### config.mk
export PLATFORM = sky130hd
export DESIGN_NAME = cvmf_ctrl
export DESIGN_NICKNAME = d
export VERILOG_FILES = /design/src/design/cvmf_pkg.sv /design/src/design/cvmf_ctrl.sv
export SDC_FILE = /design/constraint.sdc
export NUM_CORES = 1
export LEC_CHECK = 0
export BUFFER_PORTS_ARGS = -buffer_cell sky130_fd_sc_hd__buf_2
export CORE_AREA = 8 8 45 47
export CTS_BUF_LIST = sky130_fd_sc_hd__clkbuf_2
export DETAILED_ROUTE_END_ITERATION = 8
export DIE_AREA = 0 0 53 55
export GPL_TIMING_DRIVEN = 0
export PLACE_DENSITY = 0.55
export SETUP_SLACK_MARGIN = 0.15
export SLEW_MARGIN = 20
export SYNTH_ARGS = -nofsm -noshare
export SYNTH_HDL_FRONTEND = slang
export SYNTH_SLANG_ARGS = --single-unit
### constraint.sdc
create_clock -name clk -period 1.77 [get_ports clk]
set_input_delay 0.354 -clock clk [delete_from_list [all_inputs] [get_ports clk]]
set_output_delay 0.354 -clock clk [all_outputs]
set_load 0.05 [all_outputs]
### src/design/cvmf_pkg.sv
`timescale 1ns / 1ps
// ----------------------------------------------------------------------------
// cvmf_pkg
// Shared types and constants of the multi-filter valid-window convolution.
// ----------------------------------------------------------------------------
package cvmf_pkg;

	localparam int VALUE_W    = 16;
	localparam int WIDX_W     = 8;
	localparam int CFG_IDX_W  = 3;
	localparam int CFG_DATA_W = 11;
	localparam int SUM_W      = 36;
	localparam int ROW_W      = 10;
	localparam int COL_W      = 6;
	localparam int FIDX_W     = 3;
	localparam int ROWS_W     = 11;
	localparam int COLS_W     = 7;
	localparam int FCNT_W     = 4;
	localparam int KSIZE_W    = 3;
	localparam int MAX_ROWS   = 1024;

	localparam logic [ROWS_W-1:0]  ROWS_RESET  = 11'd28;
	localparam logic [COLS_W-1:0]  COLS_RESET  = 7'd28;
	localparam logic [FCNT_W-1:0]  FCNT_RESET  = 4'd8;
	localparam logic [KSIZE_W-1:0] KSIZE_RESET = 3'd3;

	typedef enum logic {
		OP_WEIGHT = 1'b0,
		OP_PIXEL  = 1'b1
	} opcode_t;

	typedef enum logic [CFG_IDX_W-1:0] {
		REG_IMAGE_ROWS   = 3'd0,
		REG_IMAGE_COLS   = 3'd1,
		REG_FILTER_COUNT = 3'd2,
		REG_KERNEL_SIZE  = 3'd3
	} cfg_reg_t;

	// controller to datapath
	typedef struct packed {
		logic wt_write;
		logic pix_take;
		logic lb_update;
		logic mac_start;
		logic tap_issue;
		logic next_filter;
		logic emit;
		logic adv_pos;
	} cmd_t;

	// datapath to controller
	typedef struct packed {
		logic win_full;
		logic tap_last;
		logic filt_last;
		logic pipe_busy;
		logic out_free;
	} sts_t;

endpackage

### src/design/cvmf_ctrl.sv
`timescale 1ns / 1ps
// ----------------------------------------------------------------------------
// cvmf_ctrl
// Sequencer: takes items, then walks taps and filters on the shared MAC.
// ----------------------------------------------------------------------------
module cvmf_ctrl import cvmf_pkg::*; (
	input  logic clk,
	input  logic arst_n,
	input  logic in_valid,
	input  logic in_opcode,
	output logic in_ready,
	input  sts_t sts,
	output cmd_t cmd
);

	typedef enum logic [2:0] {
		S_IDLE,
		S_LB,
		S_MAC,
		S_DRAIN,
		S_EMIT
	} state_t;

	state_t state_q, state_d;

	always_comb begin
		cmd      = '0;
		in_ready = 1'b0;
		state_d  = state_q;
		unique case (state_q)
			S_IDLE: begin
				in_ready = 1'b1;
				if (in_valid) begin
					if (opcode_t'(in_opcode) == OP_PIXEL) begin
						cmd.pix_take = 1'b1;
						state_d      = S_LB;
					end else begin
						cmd.wt_write = 1'b1;
					end
				end
			end
			S_LB: begin
				cmd.lb_update = 1'b1;
				if (sts.win_full) begin
					cmd.mac_start = 1'b1;
					state_d       = S_MAC;
				end else begin
					cmd.adv_pos = 1'b1;
					state_d     = S_IDLE;
				end
			end
			S_MAC: begin
				cmd.tap_issue = 1'b1;
				if (sts.tap_last) state_d = S_DRAIN;
			end
			S_DRAIN: begin
				if (!sts.pipe_busy) state_d = S_EMIT;
			end
			S_EMIT: begin
				if (sts.out_free) begin
					cmd.emit = 1'b1;
					if (sts.filt_last) begin
						cmd.adv_pos = 1'b1;
						state_d     = S_IDLE;
					end else begin
						cmd.next_filter = 1'b1;
						state_d         = S_MAC;
					end
				end
			end
			default: state_d = S_IDLE;
		endcase
	end

	always_ff @(posedge clk or negedge arst_n) begin
		if (!arst_n) begin
			state_q <= S_IDLE;
		end else begin
			state_q <= state_d;
		end
	end

endmodule

* Yosys cells after proc, flatten, opt, wreduce, memory -nomap -nowiden
Cells that the tools add are included.
Cells by class: equal/unequal tests 9, mux-type cells 22, reduce and logical (&&, ||, !) cells 2
Operators with widths (number):
- $mux 3 | 6
- $pmux 3 s5 | 1
- $mux 2 | 6
- $ne 2x2->1 const B | 5
- $mux 1 | 8
- $eq 3x2->1 const B | 2
- $reduce_and 5->1 | 1
- $eq 3x1->1 const B | 1
- $eq 3x3->1 const B | 1
- $logic_not 3->1 | 1
- $pmux 1 s2 | 1
Word-level totals: register bits 3, input bits 9, output and inout bits 9, logic and storage cells 34

* Logic depth before layout (Yosys ltp)
Gate-level depths: netlist (run 1).
depth in word-level cells 3, mapped depth 4, depth with buffers taken out 3

* Worst setup path before layout (run 1)
OpenSTA, ideal clock, no wires.
path type register to output, from reg state_q[2], to out cmd[7] (netlist name), arrival 1.973 ns, setup slack -0.557 ns, stages on the path, launching flop included 5, path through dfrtp_1 buf_4 nor3_2 nand2_1 nor2_1
RTL lines:
- from (decl) | line cvmf_ctrl.sv:24 | state_t state_q, state_d;
- from (signal assigned) | line cvmf_ctrl.sv:79 | state_q <= state_d;
- to (decl) | line cvmf_ctrl.sv:13 | output cmd_t cmd

==> summary.txt, run 1 <==
Root Buffer: clkbuf_2
number of global-route vias before repair: 396
Power, Total: 0.9832 mW
Critical Path Stages: 5
TritonCTS clock tree: built
CP Launch Type: flip-flop
Initial DRT Pass Iterations: 4
area grow syn2layout: 126.2%
crit-path cells: buf_6, nor3b_4, nand2_2, clkinvlp_4, buf_8
placed cells: 63
final net count: 72
Tot GR Track Use: 7.877%
CTS Sinks: 3
worst-path maximum fanout: 5
final period utilization: 97.05%
syn nets: 39
boundary pin count: 18
first-pass GRT wire length: 1642 µm
status: complete, no violations
actual slew at the worst max-slew pin: 248.0 ps
number of synthesized register bits: 3
achievable frequency: 0.5822 GHz
share of cells above drive strength 1: 74.19%
hold path cells: 2
cell count after synthesis: 30
Core Region: 1384 µm²
CP max stage delay: 390 ps
remaining antenna violation count: 0
r2r worst-path depth: 6
vias per inst: 4.705
Mapped Area: 262.8 µm²
non-filler cells, final: 78
reg-to-reg endpoint: state_q[0]$_DFFE_PN0P_
clock transition at the registers of the reported paths: 50 ps
Yosys warnings: 0
Bufs on Longest Clock Path: 2
CP startpoint: state_q[2]$_DFFE_PN0P_
Total Routed Length: 1070 µm
critical path arrival: 1360 ps
hpwl dp: 619.3 µm
chip width: 53 µm
FF-to-FF Start: state_q[2]$_DFFE_PN0P_
setup TNS: 0 ps
Top delay family on crit path: flip-flops
WL per Instance: 13.72 µm
final setup violating endpoints: 0
Clock Latency Late Sink: 210 ps
Hold WC Path Type: in -> reg
WHS: 396.9 ps
Largest regs: state_q x3
internal reg-to-reg setup slack: 350 ps
peak supply drop: 0.7781 mV
CP Capture Type: primary output
met2 capacity usage during global routing: 14.45%
CP Data Required Time: 1420 ps
GRT met1 Usage: 6.707%
Leakage Power: 0.2829 nW
Die Y: 55 µm
max cap viols: 0
DR vias: 367
slowest CP cell: dfrtp_1
H-tree levels: 1
FP Rows: 14
Final Core Density: 42.95%
unrepaired setup endpoints after global routing: true
CP Capture Point: cmd[4]
fin crit period: 1718 ps
CP Class: reg -> out
TritonCTS Buffers: 3
DR iter-0 viols: 8
syn avg cell area: 8.758 µm²
I/O Buffers: 17
global-route layer with the greatest usage: met2
GR Util met3: 1.872%
grt ovf: 0
Routability Congestion: 0.7571
largest net degree at the start of global routing: 6
Netlist cell types: 19
crit path buf inv count: 3
max-slew violations: 0
skew final: 5.484 ps
Initial Util: 18.99%
final routed DRC violation total: 0
most flop-heavy register: state_q
Rel. slew slack: 83.45%
full die area: 2915 µm²
Largest register FFs: 3
sequential-to-total area share from yosys stat: 28.57%
diode count: 0
initial antenna violation count: 0
Pwr per Cell Area: 1654 nW/µm²
endpoints failing hold: 0
[worst min-delay path by stage]
stage | slack, ps | from | end
after global placement | 150 | arst_n | state_q[2]$_DFFE_PN0P_
after global routing | 390 | sts[0] | state_q[2]$_DFFE_PN0P_
after floorplan | 60 | arst_n | state_q[0]$_DFFE_PN0P_
final | 400 | sts[0] | state_q[2]$_DFFE_PN0P_
after detailed placement | 150 | arst_n | state_q[2]$_DFFE_PN0P_
after CTS | 370 | sts[0] | state_q[2]$_DFFE_PN0P_
[Yosys cell counts]
cell	number	area (µm²)
nand2_1	5	18.77
nor2_2	1	6.260
and2_1	1	6.260
a31oi_1	2	12.51
nand4bb_1	1	11.26
buf_4	1	7.510
nor3b_2	2	25.02
o41ai_2	1	16.27
nand3b_1	1	7.510
nor3_2	1	10.01
inv_1	3	11.26
nor2_1	1	3.750
o211a_1	1	10.01
nor2b_1	1	6.260
dfrtp_1	3	75.07
a22o_1	1	8.760
o21ai_0	1	5.000
and3_1	2	12.51
nand4b_1	1	8.760
[cell usage in the layout, fill, tap and decap left out, types with 2 or more instances in the layout]
| master | n |
|---|---|
| buf_6 | 3 |
| buf_2 | 9 |
| nor3b_4 | 2 |
| nand2_2 | 2 |
| dfrtp_2 | 2 |
| inv_1 | 2 |
| buf_8 | 4 |
| nand2_1 | 3 |
| nor2_4 | 2 |
| buf_4 | 10 |
| a31oi_1 | 2 |
| clkbuf_2 | 4 |
| and3_4 | 2 |
[power by group]
| group | internal (mW) | switching (mW) |
|---|---|---|
| logic | 0.327 | 0.405 |
| clock network | 0.0597 | 0.0400 |
| registers | 0.0960 | 0.0560 |
[cell type report]
type | count | area, µm²
clock buffer | 4 | 20.02
fill | 142 | 789.5
sequential | 3 | 77.57
multi-input combinational | 23 | 226.5
tap | 16 | 20.02
inverter | 3 | 15.01
timing repair buffer | 28 | 224.0
buffer | 1 | 11.26
[cell families after synthesis]
| family | count (synthesis) | synth area share [%] |
|---|---|---|
| AO/OA/AOI/OAI | 6 | 20.00 |
| buffers and inverters | 4 | 7.144 |
| flip-flops | 3 | 28.57 |
| AND/OR/NAND/NOR | 17 | 44.29 |
[metrics by stage]
step | instance area [µm²] | setup WS, ps
4_1_cts | 588.1 | 109.6
3_3_place_gp | 419.2 | 97.47
6_report | 594.3 | 52.30
3_5_place_dp | 419.2 | 114.2
2_1_floorplan | 314.1 | -61.88
5_1_grt | 594.3 | -12.20
[worst register-to-register path, cell delays in order (launching register included)]
cell,delay [ps]
dfrtp_1,370
buf_6,150
buf_4,110
buf_1,180
nand2_1,70
o211a_1,160
o41ai_2,270
[per-layer routing]
layer | up-vias | part of all wire (%) | wire length (µm)
met4 | 0 | 3.9 | 42
met3 | 4 | 11 | 114
met2 | 26 | 48 | 516
li1 | 172 | - | -
met5 | - | 0 | 0
met1 | 165 | 37 | 397
[timing repair]
item	4_1_cts	5_1_grt
hold endpoints to repair	3	0
resized for setup	20	2
setup endpoints to repair	9	9
buffers inserted	10	0
hold buffers	1	0
pin swaps	7	4
No activity file was read; power rests on OpenSTA's default activity.
==> inputs of run 2 (changes only) <==
- PLACE_DENSITY: 0.55 -> 0.57
- clock period: 1.77 -> 1.45 ns (I/O delays scaled with it)
==> summary.txt, run 2 (synthesized netlist as in run 1, its figures left out) <==
final setup violating endpoints: 9 (+9)
DR vias: 356 (-3.0%)
CTS Sinks: 3 (unchanged)
Tot GR Track Use: 8.311% (+0.43 points)
endpoints failing hold: 0 (unchanged)
CP Launch Type: flip-flop
Final Core Density: 46.38% (+3.4 points)
Die Y: 55 µm (unchanged)
Routability Congestion: 0.7706 (+1.8%)
crit-path cells: buf_6, nor3b_4, nand2_2, clkinvlp_4, buf_8
Top delay family on crit path: flip-flops
Root Buffer: clkbuf_2
largest net degree at the start of global routing: 10 (+4)
Storage cell area: 77.57 µm² (unchanged)
achievable frequency: 0.6099 GHz
DR iter-0 viols: 9 (+1)
first-pass GRT wire length: 1773 µm (+8.0%)
peak supply drop: 0.7818 mV (+0.47%)
reg-to-reg endpoint: state_q[1]$_DFFE_PN0P_
grt ovf: 0 (unchanged)
CP max stage delay: 400 ps (about the same)
worst-path maximum fanout: 8 (+3)
placed cells: 63 (unchanged)
skew final: 9.139 ps (+3.655 ps)
r2r worst-path depth: 4 (-2)
CP Data Required Time: 1160 ps (-260 ps)
Leakage Power: 0.2905 nW (+2.7%)
TritonCTS Buffers: 3 (unchanged)
Largest register FFs: 3 (unchanged)
CP Class: reg -> out
Core Region: 1384 µm² (unchanged)
Filler Cells Inserted: 132 (-7.0%)
crit path buf inv count: 3 (unchanged)
number of global-route vias before repair: 398 (+0.51%)
chip width: 53 µm (unchanged)
max-slew violations: 0 (unchanged)
status: finished with violations
WHS: 332.7 ps (-64.25 ps)
min-delay src: sts[0]
TritonCTS clock tree: built
initial antenna violation count: 0 (unchanged)
clock transition at the registers of the reported paths: 60 ps (about the same)
I/O Buffers: 17 (unchanged)
diode count: 0 (unchanged)
max cap viols: 0 (unchanged)
hpwl dp: 691.1 µm (+12%)
vias per inst: 4.564 (-3.0%)
Largest regs: state_q x3
final routed DRC violation total: 0 (unchanged)
FF-to-FF Start: state_q[1]$_DFFE_PN0P_
critical path arrival: 1350 ps (about the same)
final period utilization: 113.1%
internal reg-to-reg setup slack: 130 ps (-220 ps)
Bufs on Longest Clock Path: 2 (unchanged)
most flop-heavy register: state_q
failing checks: setup timing
non-filler cells, final: 78 (unchanged)
FP Rows: 14 (unchanged)
Clock Latency Late Sink: 220 ps (about the same)
Initial DRT Pass Iterations: 4 (unchanged)
H-tree levels: 1 (unchanged)
full die area: 2915 µm² (unchanged)
Rel. slew slack: 76.65% (-6.8 points)
remaining antenna violation count: 0 (unchanged)
Hold EP: state_q[2]$_DFFE_PN0P_
Hold WC Path Type: in -> reg
Initial Util: 18.99% (unchanged)
slowest CP cell: dfrtp_1
area grow syn2layout: 144.3%
actual slew at the worst max-slew pin: 348.6 ps (+100.5 ps)
final net count: 72 (unchanged)
Pwr per Cell Area: 2083 nW/µm² (+26%)
WL per Instance: 14.15 µm (+3.2%)
fin crit period: 1640 ps
fin area: 641.9 µm² (+8.0%)
hold path cells: 2 (unchanged)
Multi-input gate area: 242.7 µm² (+7.2%)
boundary pin count: 18 (unchanged)
cell area after placement: 419.2 µm² (unchanged)
share of cells above drive strength 1: 79.03% (+4.8 points)
PnR worst setup slack: -189.7 ps (-242.0 ps)
commonest non-fill, non-tap cells in the layout: buf_2, buf_4, buf_8, clkbuf_2
Total Routed Length: 1104 µm (+3.2%)
unrepaired setup endpoints after global routing: true
CP Capture Type: primary output
[run 2: worst max-delay path by stage]
stage | startpoint | cells after the start | to | slack [ps]
after floorplan | state_q[2]$_DFFE_PN0P_ | 4 | cmd[7] | -320
after global placement | state_q[1]$_DFFE_PN0P_ | 4 | cmd[2] | -150
after detailed placement | state_q[1]$_DFFE_PN0P_ | 4 | cmd[2] | -150
after CTS | state_q[2]$_DFFE_PN0P_ | 5 | cmd[7] | -180
after global routing | state_q[2]$_DFFE_PN0P_ | 5 | cmd[7] | -270
final | state_q[2]$_DFFE_PN0P_ | 5 | cmd[4] | -190
[run 2: stage by stage]
stage          total power [mW]  TNS [ps]  setup WS [ps]
2_1_floorplan            0.6953     -1502         -317.9
3_5_place_dp             0.8231    -488.6         -151.7
5_1_grt                   1.401     -1874         -274.9
3_3_place_gp             0.8213    -457.3         -147.5
4_1_cts                   1.264     -1296         -179.5
6_report                  1.337     -1293         -189.7
[run 2: power breakdown]
part	switching, mW	internal [mW]
combinational	0.536	0.496
clock	0.0541	0.0729
sequential	0.0621	0.117
total	0.652	0.686
[run 2: area by class of cell]
cell class	instances	share of cell area (%)
tap	16	3.119
buffer	1	1.754
clock buffer	4	3.119
sequential	3	12.09
timing repair buffer	28	39.77
inverter	3	2.339
multi-input combinational	23	37.82
[run 2: repair_timing]
item / 4_1_cts / 5_1_grt
gates resized for setup: 25 / 3
hold buffers: 1 / 0
endpoints found under the setup margin: 9 / 10
buffers inserted: 9 / 1
endpoints found under the hold margin: 3 / 0
pin swaps: 6 / 7
[run 2: layer usage]
layer / vias to the layer above / wire (µm) / global-route usage [%]
met5: - / 0 / 0
met4: 0 / 0 / 5.172
met3: 0 / 107 / 4.278
met2: 14 / 622 / 15.43
met1: 170 / 374 / 6.849
li1: 172 / - / -
[run 2: worst reg2reg max path, stage by stage (launching register included)]
cell     delay, ps
dfrtp_2        470
buf_4          160
nor3b_2        160
a31oi_1        300
a31oi_4        110
